==> src/hdl/hipc_pkg.sv <==
`default_nettype none
package hipc_pkg;

  localparam logic [15:0] MAX_PACKET_BYTES = 16'd65535;

  localparam logic [7:0] NH_HOP    = 8'd0;
  localparam logic [7:0] NH_ROUTE  = 8'd43;
  localparam logic [7:0] NH_FRAG   = 8'd44;
  localparam logic [7:0] NH_AH     = 8'd51;
  localparam logic [7:0] NH_ICMP6  = 8'd58;
  localparam logic [7:0] NH_NONE   = 8'd59;
  localparam logic [7:0] NH_DEST   = 8'd60;
  localparam logic [3:0] VER_4     = 4'd4;
  localparam logic [3:0] VER_6     = 4'd6;
  localparam logic [16:0] V6_FIXED_LEN = 17'd40;

  typedef enum logic [3:0] {
    PH_VERSION  = 4'd0,
    PH_V4       = 4'd1,
    PH_V6_FIXED = 4'd2,
    PH_V6_WALK  = 4'd3,
    PH_V6_DONE  = 4'd4,
    PH_V6_LATER = 4'd5,
    PH_OTHER    = 4'd6
  } phase_t;

  typedef struct packed {
    logic [7:0]  protocol;
    logic [15:0] payload_offset;
    logic [31:0] frag_id;
    logic        id_valid;
    logic        mf_flag;
    logic        is_mld;
  } result_t;

  typedef struct packed {
    logic full;
    logic push;
  } q_ctl_t;

  function automatic logic is_ext(input logic [7:0] nh);
    return nh == NH_HOP || nh == NH_ROUTE || nh == NH_FRAG || nh == NH_AH || nh == NH_DEST;
  endfunction

  function automatic logic is_mld_type(input logic [7:0] t);
    return t == 8'd130 || t == 8'd131 || t == 8'd132 || t == 8'd143;
  endfunction

endpackage
`default_nettype wire

==> src/hdl/hipc_if.sv <==
`default_nettype none
interface hipc_in_if;
  logic        valid;
  logic        ready;
  logic [7:0]  data_byte;
  logic [15:0] pkt_len;
  logic        last;
  modport source (output valid, data_byte, pkt_len, last, input ready);
  modport sink (input valid, data_byte, pkt_len, last, output ready);
endinterface

interface hipc_out_if;
  logic        valid;
  logic        ready;
  logic [7:0]  protocol;
  logic [15:0] payload_offset;
  logic [31:0] frag_id;
  logic        id_valid;
  logic        mf_flag;
  logic        is_mld;
  modport source (output valid, protocol, payload_offset, frag_id, id_valid, mf_flag,
                  is_mld, input ready);
  modport sink (input valid, protocol, payload_offset, frag_id, id_valid, mf_flag,
                is_mld, output ready);
endinterface
`default_nettype wire

==> src/hdl/hipc_front.sv <==
`default_nettype none
module hipc_front
  import hipc_pkg::*;
(
  input  wire logic    clk,
  input  wire logic    rst_n,
  input  wire logic    ipv6_en,
  hipc_in_if.sink      in_ch,
  input  wire logic    q_full,
  output q_ctl_t       q_ctl,
  output result_t      res
);

  phase_t      phase_r, phase_nxt;
  logic [15:0] bc_r, bc_nxt;
  logic [7:0]  cnh_r, cnh_nxt;
  logic [16:0] hs_r, hs_nxt;
  logic [11:0] hl_r, hl_nxt;
  logic [5:0]  v4hl_r, v4hl_nxt;
  logic [15:0] ff_r, ff_nxt;
  logic [31:0] id_r, id_nxt;
  logic        fid_r, fid_nxt;
  logic        fmld_r, fmld_nxt;
  logic [7:0]  rp_r, rp_nxt;

  logic        acc, take;
  logic [15:0] p, len;
  logic [7:0]  d;
  logic [16:0] r;
  logic        below_hs;

  assign in_ch.ready = !q_full;
  assign acc      = in_ch.valid && in_ch.ready;
  assign p        = bc_r;
  assign d        = in_ch.data_byte;
  assign take     = acc && (p < in_ch.pkt_len) && (p < MAX_PACKET_BYTES);
  assign below_hs = {1'b0, p} < hs_r;
  assign r        = {1'b0, p} - hs_r;

  // next state: per-byte parse
  always_comb begin
    phase_nxt = phase_r;
    bc_nxt    = bc_r;
    cnh_nxt   = cnh_r;
    hs_nxt    = hs_r;
    hl_nxt    = hl_r;
    v4hl_nxt  = v4hl_r;
    ff_nxt    = ff_r;
    id_nxt    = id_r;
    fid_nxt   = fid_r;
    fmld_nxt  = fmld_r;
    rp_nxt    = rp_r;
    if (take) begin
      bc_nxt = p + 16'd1;
      unique case (phase_r)
        PH_VERSION: begin
          if (d[7:4] == VER_4) begin
            v4hl_nxt  = {d[3:0], 2'b00};
            phase_nxt = PH_V4;
          end else if (d[7:4] == VER_6 && ipv6_en) begin
            hs_nxt    = V6_FIXED_LEN;
            phase_nxt = PH_V6_FIXED;
          end else begin
            phase_nxt = PH_OTHER;
          end
        end
        PH_V4: begin
          if (p == 16'd4) id_nxt[15:8] = d;
          if (p == 16'd5) id_nxt[7:0]  = d;
          if (p == 16'd6) ff_nxt[15:8] = d;
          if (p == 16'd7) ff_nxt[7:0]  = d;
          if (p == 16'd9) rp_nxt       = d;
        end
        PH_V6_FIXED: begin
          if (p == 16'd6) cnh_nxt = d;
          if (p == 16'd39) begin
            hl_nxt    = '0;
            phase_nxt = PH_V6_WALK;
          end
        end
        PH_V6_WALK: begin
          if (!below_hs) begin
            if (r == 17'd0) begin
              if (!is_ext(cnh_r)) begin
                phase_nxt = PH_V6_DONE;
                if (cnh_r == NH_ICMP6 && is_mld_type(d)) fmld_nxt = 1'b1;
              end else begin
                rp_nxt = d;
                hl_nxt = '0;
                if (cnh_r == NH_FRAG) begin
                  hl_nxt  = 12'd8;
                  ff_nxt  = '0;
                  id_nxt  = '0;
                  fid_nxt = 1'b1;
                end
              end
            end else begin
              if (r == 17'd1) begin
                if (cnh_r == NH_AH) hl_nxt = {({2'b00, d} + 10'd2), 2'b00};
                else if (cnh_r != NH_FRAG) hl_nxt = {({1'b0, d} + 9'd1), 3'b000};
              end
              if (cnh_r == NH_FRAG) begin
                if (r == 17'd2) ff_nxt[15:8]  = d;
                if (r == 17'd3) ff_nxt[7:0]   = d;
                if (r == 17'd4) id_nxt[31:24] = d;
                if (r == 17'd5) id_nxt[23:16] = d;
                if (r == 17'd6) id_nxt[15:8]  = d;
                if (r == 17'd7) id_nxt[7:0]   = d;
              end
              // a header never ends on its second byte, so the stored length holds here
              if (r != 17'd1 && hl_r != '0 && r == {5'd0, hl_r} - 17'd1) begin
                if (cnh_r == NH_FRAG && ff_r[15:3] != '0) begin
                  phase_nxt = PH_V6_LATER;
                end else begin
                  hs_nxt  = hs_r + {5'd0, hl_r};
                  cnh_nxt = rp_r;
                  hl_nxt  = '0;
                end
              end
            end
          end
        end
        default: ;
      endcase
    end
  end

  // outputs: result from the post-byte state
  always_comb begin
    len = (bc_nxt < in_ch.pkt_len) ? bc_nxt : in_ch.pkt_len;
    res = '0;
    unique case (phase_nxt)
      PH_V4: begin
        if (len >= {10'd0, v4hl_nxt}) begin
          res.payload_offset = {10'd0, v4hl_nxt};
          if (ff_nxt[13:0] != '0) begin
            res.id_valid = 1'b1;
            res.frag_id  = {16'd0, id_nxt[15:0]};
          end
          res.mf_flag  = ff_nxt[13];
          res.protocol = (ff_nxt[12:0] != '0) ? NH_FRAG : rp_nxt;
        end
      end
      PH_V6_FIXED, PH_V6_WALK, PH_V6_DONE, PH_V6_LATER: begin
        res.payload_offset = hs_nxt[15:0];
        res.protocol       = cnh_nxt;
        if (phase_nxt == PH_V6_LATER) begin
          res.protocol = NH_FRAG;
        end else if (phase_nxt == PH_V6_DONE) begin
          res.is_mld = fmld_nxt;
        end else if ({1'b0, len} > hs_nxt) begin
          res.protocol = (cnh_nxt == NH_FRAG && ff_nxt[15:3] != '0) ? NH_FRAG : NH_NONE;
        end
        if (fid_nxt) begin
          res.id_valid = 1'b1;
          res.frag_id  = id_nxt;
          res.mf_flag  = ff_nxt[0];
        end
      end
      default: ;
    endcase
    q_ctl.full = q_full;
    q_ctl.push = acc && in_ch.last;
  end

  always_ff @(posedge clk) begin
    if (!rst_n || (acc && in_ch.last)) begin
      phase_r <= PH_VERSION;
      bc_r    <= '0;
      cnh_r   <= '0;
      hs_r    <= '0;
      hl_r    <= '0;
      v4hl_r  <= '0;
      ff_r    <= '0;
      id_r    <= '0;
      fid_r   <= 1'b0;
      fmld_r  <= 1'b0;
      rp_r    <= '0;
    end else begin
      phase_r <= phase_nxt;
      bc_r    <= bc_nxt;
      cnh_r   <= cnh_nxt;
      hs_r    <= hs_nxt;
      hl_r    <= hl_nxt;
      v4hl_r  <= v4hl_nxt;
      ff_r    <= ff_nxt;
      id_r    <= id_nxt;
      fid_r   <= fid_nxt;
      fmld_r  <= fmld_nxt;
      rp_r    <= rp_nxt;
    end
  end

endmodule
`default_nettype wire

==> src/hdl/hipc_queue.sv <==
`default_nettype none
module hipc_queue
  import hipc_pkg::*;
(
  input  wire logic    clk,
  input  wire logic    rst_n,
  input  q_ctl_t       q_ctl,
  input  result_t      res,
  output logic         q_full,
  hipc_out_if.source   out_ch
);

  result_t     mem_r [2];
  logic        wp_r, wp_nxt, rp_r, rp_nxt;
  logic [1:0]  cnt_r, cnt_nxt;
  logic        pop;

  assign q_full = cnt_r == 2'd2;
  assign pop    = out_ch.valid && out_ch.ready;

  always_comb begin
    wp_nxt  = wp_r ^ q_ctl.push;
    rp_nxt  = rp_r ^ pop;
    cnt_nxt = cnt_r + {1'b0, q_ctl.push} - {1'b0, pop};
  end

  assign out_ch.valid          = cnt_r != 2'd0;
  assign out_ch.protocol       = mem_r[rp_r].protocol;
  assign out_ch.payload_offset = mem_r[rp_r].payload_offset;
  assign out_ch.frag_id        = mem_r[rp_r].frag_id;
  assign out_ch.id_valid       = mem_r[rp_r].id_valid;
  assign out_ch.mf_flag        = mem_r[rp_r].mf_flag;
  assign out_ch.is_mld         = mem_r[rp_r].is_mld;

  always_ff @(posedge clk) begin
    if (!rst_n) begin
      wp_r  <= 1'b0;
      rp_r  <= 1'b0;
      cnt_r <= '0;
    end else begin
      wp_r  <= wp_nxt;
      rp_r  <= rp_nxt;
      cnt_r <= cnt_nxt;
    end
  end

  always_ff @(posedge clk) begin
    if (q_ctl.push) mem_r[wp_r] <= res;
  end

  a_no_overflow: assert property (@(posedge clk) disable iff (!rst_n)
    !(q_ctl.push && q_ctl.full)) else $error("push into full queue");
  a_cnt_range: assert property (@(posedge clk) disable iff (!rst_n)
    cnt_r != 2'd3) else $error("queue count out of range");
  a_ptr_cnt: assert property (@(posedge clk) disable iff (!rst_n)
    (cnt_r == 2'd1) == (wp_r != rp_r)) else $error("queue pointers disagree with count");
  a_push_shows: assert property (@(posedge clk) disable iff (!rst_n)
    q_ctl.push |=> out_ch.valid) else $error("pushed result not visible");

endmodule
`default_nettype wire

==> src/hdl/ip_header_protocol_classifier_core.sv <==
`default_nettype none
// IP header protocol classifier. Feed the bytes of one packet, from the IP header
// on, one transfer per cycle with pkt_len alongside and last on the final byte;
// one result transfer follows for each packet, carrying the upper protocol, its
// header offset and fragment information. For each byte the parser advances
// a byte counter and a few compares, and the result of a packet
// is formed in the cycle its final byte is taken and written to a two-entry
// result queue. Input stalls only while that queue holds two unread results.
// Bytes at or beyond pkt_len, or at position 65535 or later, are dropped without
// effect. IPv4 reports protocol 44 for a fragment with nonzero offset; IPv6 walks
// hop-by-hop, routing, fragment, AH and destination-option headers, gives 59 for a
// header cut by the packet end and 44 for a later fragment. cfg_wr_en with
// cfg_wr_data writes ipv6_enable (reset 1); clear it to report version 6 packets
// as zero. Write it only while no packet is in progress.
module ip_header_protocol_classifier_core
  import hipc_pkg::*;
(
  input  wire logic  clk,
  input  wire logic  rst_n,
  input  wire logic  cfg_wr_en,
  input  wire logic  cfg_wr_data,
  hipc_in_if.sink    in_ch,
  hipc_out_if.source out_ch
);

  logic    ipv6_en_r;
  logic    q_full;
  q_ctl_t  q_ctl;
  result_t res;

  // hold the enable; sampled by the parser at the version byte
  always_ff @(posedge clk) begin
    if (!rst_n) begin
      ipv6_en_r <= 1'b1;
    end else if (cfg_wr_en) begin
      ipv6_en_r <= cfg_wr_data;
    end
  end

  // front: byte parser, pushes one result per packet
  hipc_front u_front (
    .clk     (clk),
    .rst_n   (rst_n),
    .ipv6_en (ipv6_en_r),
    .in_ch   (in_ch),
    .q_full  (q_full),
    .q_ctl   (q_ctl),
    .res     (res)
  );

  // back: result queue driving the output channel
  hipc_queue u_queue (
    .clk    (clk),
    .rst_n  (rst_n),
    .q_ctl  (q_ctl),
    .res    (res),
    .q_full (q_full),
    .out_ch (out_ch)
  );

endmodule
`default_nettype wire

==> src/flat_wrapper.sv <==
// flat-port wrapper written by rule: the top's interface ports become plain ports
module ip_header_protocol_classifier_core_flat import hipc_pkg::*;
  (clk, rst_n, cfg_wr_en, cfg_wr_data, in_ch_valid, in_ch_data_byte, in_ch_pkt_len, in_ch_last, in_ch_ready, out_ch_valid, out_ch_protocol, out_ch_payload_offset, out_ch_frag_id, out_ch_id_valid, out_ch_mf_flag, out_ch_is_mld, out_ch_ready);
  hipc_in_if in_ch_i ();
  hipc_out_if out_ch_i ();
  input  wire logic clk;
  input  wire logic rst_n;
  input  wire logic cfg_wr_en;
  input  wire logic cfg_wr_data;
  input wire logic [$bits(in_ch_i.valid)-1:0] in_ch_valid;
  input wire logic [$bits(in_ch_i.data_byte)-1:0] in_ch_data_byte;
  input wire logic [$bits(in_ch_i.pkt_len)-1:0] in_ch_pkt_len;
  input wire logic [$bits(in_ch_i.last)-1:0] in_ch_last;
  output wire logic [$bits(in_ch_i.ready)-1:0] in_ch_ready;
  output wire logic [$bits(out_ch_i.valid)-1:0] out_ch_valid;
  output wire logic [$bits(out_ch_i.protocol)-1:0] out_ch_protocol;
  output wire logic [$bits(out_ch_i.payload_offset)-1:0] out_ch_payload_offset;
  output wire logic [$bits(out_ch_i.frag_id)-1:0] out_ch_frag_id;
  output wire logic [$bits(out_ch_i.id_valid)-1:0] out_ch_id_valid;
  output wire logic [$bits(out_ch_i.mf_flag)-1:0] out_ch_mf_flag;
  output wire logic [$bits(out_ch_i.is_mld)-1:0] out_ch_is_mld;
  input wire logic [$bits(out_ch_i.ready)-1:0] out_ch_ready;
  assign in_ch_i.valid = in_ch_valid;
  assign in_ch_i.data_byte = in_ch_data_byte;
  assign in_ch_i.pkt_len = in_ch_pkt_len;
  assign in_ch_i.last = in_ch_last;
  assign in_ch_ready = in_ch_i.ready;
  assign out_ch_valid = out_ch_i.valid;
  assign out_ch_protocol = out_ch_i.protocol;
  assign out_ch_payload_offset = out_ch_i.payload_offset;
  assign out_ch_frag_id = out_ch_i.frag_id;
  assign out_ch_id_valid = out_ch_i.id_valid;
  assign out_ch_mf_flag = out_ch_i.mf_flag;
  assign out_ch_is_mld = out_ch_i.is_mld;
  assign out_ch_i.ready = out_ch_ready;
  ip_header_protocol_classifier_core u_core (.clk(clk), .rst_n(rst_n), .cfg_wr_en(cfg_wr_en), .cfg_wr_data(cfg_wr_data), .in_ch(in_ch_i), .out_ch(out_ch_i));
endmodule
==> config.mk <==
export PLATFORM = sky130hd
export DESIGN_NAME = ip_header_protocol_classifier_core_flat
export DESIGN_NICKNAME = d
export VERILOG_FILES = /design/src/hdl/hipc_pkg.sv /design/src/hdl/hipc_if.sv /design/src/hdl/hipc_front.sv /design/src/hdl/hipc_queue.sv /design/src/hdl/ip_header_protocol_classifier_core.sv /design/src/flat_wrapper.sv
export SDC_FILE = /design/constraint.sdc
export NUM_CORES = 1
export LEC_CHECK = 0
export BUFFER_PORTS_ARGS = -buffer_cell sky130_fd_sc_hd__buf_2
export CORE_ASPECT_RATIO = 0.7
export CORE_MARGIN = 10
export CORE_UTILIZATION = 35
export DETAILED_ROUTE_END_ITERATION = 10
export PLACE_DENSITY = 0.62
export SYNTH_ARGS = -nofsm -noshare
export SYNTH_HDL_FRONTEND = slang
export SYNTH_HIERARCHICAL = 1
export SYNTH_SLANG_ARGS = --single-unit
==> constraint.sdc <==
create_clock -name clk -period 6.9 [get_ports clk]
set_input_delay 0.69 -clock clk [delete_from_list [all_inputs] [get_ports clk]]
set_output_delay 0.69 -clock clk [all_outputs]
set_load 0.02 [all_outputs]
==> summary.txt, run 1 <==
Final layout
  • Area growth, synth to finish: 17.2%
  • Number of fillers in the final layout: 4150
  • Most frequent cells in the layout: nor2_1 (218), dfxtp_1 (121), edfxtp_1 (118)
  • Area of the multi-input gates: 8430 sq um
  • Nets: 1881
  • Finished Core Util: 41.5%
  • Sequential cell area: 6100 sq um
  • Layout cells sized above 1: 20.2%
  • Commonest non-fill, non-tap cell in the layout: nor2_1

STA
  • Fin crit period: 6.51 ns
  • Final worst slack: 0.394 ns
  • Layout Skew: 0.0216 ns
  • Tightest Pin Transition: 1.12 ns
  • Slew margin rel.: 24.9%
  • Fin crit share: 94.3%
  • Max-slew violations: 0
  • Maximum clock rate: 154 MHz
  • Setup violations, final: 0
  • Hold Vio Cnt, Final: 0

Die
  • Core Box Area: 42400 sq um
  • Initial Util: 35.4%
  • Site Rows: 63
  • Die height: 193 um
  • DIE AREA: 51800 sq um
  • IO Pins: 92
  • Die width: 268 um

Critical path
  • Crit path kind: reg2reg
  • Critical Path Most Common Cell: o21a_1
  • Worst r2r src: u_core/u_front/bc_r[0]
  • Setup crit start kind: flop
  • R2R Path End: u_core/u_queue/mem_r[0][55]
  • R2R cell count: 32
  • Worst R2R Setup Slack: 0.39 ns
  • CP Max Fanout: 11
  • Crit path largest cell delay: 0.42 ns
  • Worst Path Arrival: 6.88 ns
  • CP max-delay cell: a311o_1
  • Crit end category: flop
  • Worst EP required: 7.27 ns

Routing
  • Routed Antenna Nets: 0
  • TritonRoute pass-1 iters: 8
  • Drt total wl: 48.7 mm
  • Drt drc: 0
  • WL/cell: 20.9 um
  • Via Count: 13200
  • Vias per cell: 5.67
  • Initial DRC count: 1365

Place
  • Final weighted congestion in routability-driven placement: 0.952
  • Port Buffers: 91
  • Pre-CTS setup slack: -0.185 ns
  • DPL Wire Length: 36.9 mm

Clock tree
  • Num CTS Buffers: 27
  • CTS root buf: clkbuf_16
  • CTS tree: built
  • Clock transition at path regs: 0.06 ns
  • Deepest clock path buffer count: 3
  • Sink Count: 245
  • Htree depth: 1
  • Skew-Pair Late Insertion Delay: 0.57 ns
  • Hold_buf cts: 0

Power and ir drop
  • Total power: 4.40 mW
  • Max VDD drop: 0.172 mV
  • Leak: 7.00 nW
  • Power density over cell area: 250 nW/um^2

Worst hold path
  • Hold Startpoint: cfg_wr_data
  • Hold crit path type: in2reg
  • Hold Crit Endpoint: u_core/ipv6_en_r
  • Hold Path Cell Cnt: 3

Global route
  • Vias in the first global route: 12500
  • First-pass GRT wire length: 73.8 mm
  • GRT overflow: 0
  • Initial antenna violation count: 4
  • Largest net degree at the start of global routing: 64
  • GR Util All Layers: 17.8%

Yosys
  • Yosys warns: 6
  • Mean Syn Cell Area: 9.28 sq um
  • Mapped Cells: 1620
  • Synthesized Nets: 1746
  • Synthesized area: 15000 sq um

Run
  • Number of max-cap violations: 0

Status
  • Status: finished, final reports clean
-- power breakdown --
group          switching [mW]  internal, mW  leakage [nW]  total, mW
clock                   0.613         0.923         0.455       1.54
combinational           0.763         0.440          4.41       1.20
sequential             0.0484          1.62          2.14       1.67
total                    1.42          2.98          7.00       4.40
-- metal layers --
metal / GRT usage, % / share of wire (%) / vias up
met1: 26.8 / 48 / 6297
met3: 5.22 / 11 / 78
met5: 0 / 0.082 / -
met2: 24.6 / 39 / 608
li1: - / - / 6216
met4: 3.41 / 1.7 / 4
-- state kept, by name, indices dropped and copies added (netlist names), 2 cells and up, named ones only --
signal                  cells
u_core/u_front/cnh_r        8
u_core/u_front/rp_r         8
u_core/u_front/bc_r        16
u_core/u_front/ff_r        16
u_core/u_queue/mem_r      118
u_core/u_queue/cnt_r        2
u_core/u_front/v4hl_r       6
u_core/u_front/phase_r      4
u_core/u_front/hs_r        16
u_core/u_front/hl_r        12
u_core/u_front/id_r        32
-- what timing repair did --
item / in CTS / in global routing
setup endpoints to repair: 0 / 64
buffers inserted: 0 / 2
resized for setup: 0 / 28
-- cell type report --
type / instances / area share, %
antenna: 1 / 0.0142
multi-input combinational: 1228 / 47.9
sequential: 245 / 34.6
clock inverter: 17 / 1.33
clock buffer: 33 / 4.02
timing repair buffer: 183 / 6.68
tap: 552 / 3.92
inverter: 70 / 1.49
-- metrics by stage --
stage | cell area, sq um | hold WS [ns] | setup TNS [ns] | std cells
finish | 17600 | 0.355 | 0 | 2329
global route | 17600 | 0.353 | -0.0675 | 2329
CTS | 17400 | 0.332 | 0 | 2325
detailed placement | 16500 | 0.469 | -2.79 | 2275
global placement | 16500 | 0.451 | -0.0162 | 2275
floorplan | 15000 | 0.439 | 0 | 1620
-- worst max-delay path by stage --
| stage | from | slack [ns] | to |
|---|---|---|---|
| 4_1_cts | u_core/u_front/bc_r[4] | 0.02 | u_core/u_queue/mem_r[0][55] |
| 3_3_place_gp | in_ch_pkt_len[7] | -0.006 | u_core/u_queue/mem_r[0][51] |
| 6_report | u_core/u_front/bc_r[0] | 0.39 | u_core/u_queue/mem_r[0][55] |
| 5_1_grt | u_core/u_front/bc_r[6] | -0.02 | u_core/u_queue/mem_r[0][51] |
| 3_5_place_dp | in_ch_pkt_len[15] | -0.19 | u_core/u_queue/mem_r[0][55] |
| 2_1_floorplan | in_ch_pkt_len[2] | 0.11 | u_core/u_queue/mem_r[0][51] |
-- worst max-delay path, delay by kind of cell, from the launching register on --
| family | cells | cell delay [ns] |
|---|---|---|
| buf+inv | 4 | 0.44 |
| compound gates | 18 | 3.58 |
| fa+ha+maj | 3 | 0.75 |
| flops | 1 | 0.37 |
| simple gates | 7 | 1.19 |
Note: power is estimated with default switching activity, not from simulation.
==> run 2, diff against run 1 <==
--- a/config.mk
+++ b/config.mk
@@ -11,6 +11,8 @@
 export CORE_UTILIZATION = 35
 export DETAILED_ROUTE_END_ITERATION = 10
 export PLACE_DENSITY = 0.62
+export REMOVE_ABC_BUFFERS = 1
+export SKIP_CTS_REPAIR_TIMING = 1
 export SYNTH_ARGS = -nofsm -noshare
 export SYNTH_HDL_FRONTEND = slang
 export SYNTH_HIERARCHICAL = 1
==> run 2 against run 1 <==
Effect of this change:
- fmax decreased by 1.7%
- critical path type unchanged
- total power decreased by 2.7%
- non-clock buffer count increased by 14
- combinational power about the same
- die area unchanged
- sequential share of layout area decreased by 0.084 points
- sequential power increased by 2%
- clock power decreased by 9%
- critical path depth unchanged
- register-to-register slack got worse by 0.11 ns
- wire length increased by 2.0%
==> summary.txt, run 2 (synthesis gave the netlist of run 1 again) <==
Status
  • Status: finished, final reports clean

Final layout
  • # diodes: 0 (-1)
  • Final Cell Area: 17600 sq um (+0.12%)
  • Nets: 1894 (+0.69%)
  • Layout cells sized above 1: 20.8% (+0.59 points)
  • Largest register by flop count: u_core/u_queue/mem_r
  • Area growth, synth to finish: 17.3%
  • Largest regs: u_core/u_queue/mem_r: 118 flops, u_core/u_front/id_r: 32 flops
  • Number of fillers in the final layout: 4169 (+0.46%)
  • Finished Core Util: 41.6% (+0.050 points)
  • Most frequent cells in the layout: nor2_1 (218), dfxtp_1 (125), edfxtp_1 (118)
  • Max FFs per register: 118 (unchanged)
  • Commonest non-fill, non-tap cell in the layout: nor2_1

Critical path
  • Setup crit start kind: flop
  • Worst EP required: 7.28 ns (about the same)
  • Crit path kind: reg2reg
  • Worst Path Arrival: 7.00 ns (+0.12 ns)
  • Critical path's top delay family: compound AO/OA/AOI/OAI gates
  • Worst Setup SP: u_core/u_front/bc_r[6]
  • Critical Path Most Common Cell: o21a_1
  • Worst R2R Setup Slack: 0.28 ns (-0.11 ns)
  • Crit path largest cell delay: 0.48 ns (+0.06 ns)
  • R2R Path End: u_core/u_queue/mem_r[1][51]
  • Crit end category: flop
  • CP max-delay cell: dfxtp_1
  • Critical Path Sink: u_core/u_queue/mem_r[1][51]
  • Worst r2r src: u_core/u_front/bc_r[6]
  • Crit path depth: 32 (unchanged)
  • WP buf/inv: 3 (-1)
  • R2R cell count: 32 (unchanged)
  • CP Max Fanout: 7 (-4)

STA
  • Final worst slack: 0.282 ns (-0.112 ns)
  • Slew margin rel.: 26.3% (+1.4 points)
  • Layout Skew: 0.0193 ns (-0.00231 ns)
  • Fin crit period: 6.62 ns (+0.112 ns)
  • Tightest Pin Transition: 1.10 ns (-0.0209 ns)
  • Max-slew violations: 0 (unchanged)
  • Maximum clock rate: 151 MHz (-1.7%)
  • Sum Neg Setup Slack: 0 ns (unchanged)
  • Hold Vio Cnt, Final: 0 (unchanged)
  • Fin crit share: 95.9% (+1.6 points)
  • Setup violations, final: 0 (unchanged)

Power and ir drop
  • Max VDD drop: 0.165 mV (-4.0%)
  • Power density over cell area: 243 nW/um^2 (-2.8%)
  • Total power: 4.29 mW (-2.7%)
  • Leak: 7.01 nW (+0.11%)

Routing
  • Initial DRC count: 1475 (+8.1%)
  • Drt total wl: 49.7 mm (+2.0%)
  • Via Count: 13300 (+0.61%)
  • Vias per cell: 5.68 (+0.14%)
  • TritonRoute pass-1 iters: 6 (-2)
  • WL/cell: 21.2 um (+1.5%)
  • Routed Antenna Nets: 0 (unchanged)
  • Drt drc: 0 (unchanged)

Clock tree
  • Deepest clock path buffer count: 3 (unchanged)
  • Htree depth: 1 (unchanged)
  • Num CTS Buffers: 26 (-3.7%)
  • CTS root buf: clkbuf_16
  • Clock transition at path regs: 0.06 ns (about the same)
  • CTS tree: built
  • Skew-Pair Late Insertion Delay: 0.56 ns (about the same)
  • Sink Count: 245 (unchanged)

Place
  • Pre-CTS setup slack: -0.385 ns (-0.200 ns)
  • DPL Wire Length: 37.1 mm (+0.40%)
  • Final weighted congestion in routability-driven placement: 0.957 (+0.53%)
  • Port Buffers: 91 (unchanged)
  • Placed Area: 16600 sq um (+0.70%)

Global route
  • GR Util All Layers: 18.4% (+0.59 points)
  • GRT overflow: 0 (unchanged)
  • Initial antenna violation count: 0 (-4)
  • Largest net degree at the start of global routing: 72 (+13%)
  • First-pass GRT wire length: 76.4 mm (+3.4%)
  • Vias in the first global route: 12700 (+1.7%)

Die
  • DIE AREA: 51800 sq um (unchanged)
  • Die width: 268 um (unchanged)
  • IO Pins: 92 (unchanged)
  • Site Rows: 63 (unchanged)
  • Core Box Area: 42400 sq um (unchanged)
  • Die height: 193 um (unchanged)
  • Initial Util: 35.4% (unchanged)

Run
  • Number of max-cap violations: 0 (unchanged)

Worst hold path
  • Hold crit path type: in2reg
==> run 2: cell types whose count changed in the layout (fill, tap and decap cells not counted), sizes merged <==
cell / before / now
buf: 182 / 196
bufinv: 5 / 2
clkinv: 9 / 11
inv: 71 / 70
diode: 1 / 0
==> run 2: power by group <==
group	leakage (nW)	internal, mW	switching [mW]
clock	0.411	0.796	0.603
combinational	4.46	0.448	0.732
sequential	2.14	1.62	0.0892
==> run 2: how the worst min path moves through the flow <==
stage,start,to,cells after the start
after global placement,u_core/u_queue/rp_r,flop,2
after CTS,cfg_wr_data,u_core/ipv6_en_r,3
after global routing,cfg_wr_data,u_core/ipv6_en_r,3
after detailed placement,u_core/u_front/rp_r[2],u_core/u_front/rp_r[2],2
final,cfg_wr_data,u_core/ipv6_en_r,3
after floorplan,u_core/u_front/fmld_r,u_core/u_front/fmld_r,2
==> run 2: layout make-up <==
| cell class | instances | area, sq um | area share, % |
|---|---|---|---|
| clock buffer | 33 | 697 | 3.95 |
| clock inverter | 15 | 154 | 0.873 |
| sequential | 245 | 6090 | 34.6 |
| inverter | 70 | 263 | 1.49 |
| timing repair buffer | 197 | 1280 | 7.29 |
| multi-input combinational | 1228 | 8450 | 47.9 |
| tap | 552 | 691 | 3.92 |
==> run 2: tightest hold or removal path, cell delays in order <==
cell and delay, ns:
buf_2 0.07, mux2i_1 0.05, nand2_1 0.08
==> run 2: per-layer routing <==
| layer | vias up | part of all wire [%] | track usage (%) |
|---|---|---|---|
| met2 | 570 | 41 | 26.2 |
| met4 | 0 | 1.9 | 4.22 |
| met3 | 59 | 9.2 | 3.70 |
| li1 | 6238 | - | - |
| met5 | - | 0 | 0 |
| met1 | 6417 | 48 | 27.8 |
==> run 2: stage by stage <==
stage | cells | hold slack (ns)
finish | 2340 | 0.387
global route | 2340 | 0.397
CTS | 2339 | 0.372
detailed placement | 2291 | 0.463
global placement | 2291 | 0.455
floorplan | 1543 | 0.439
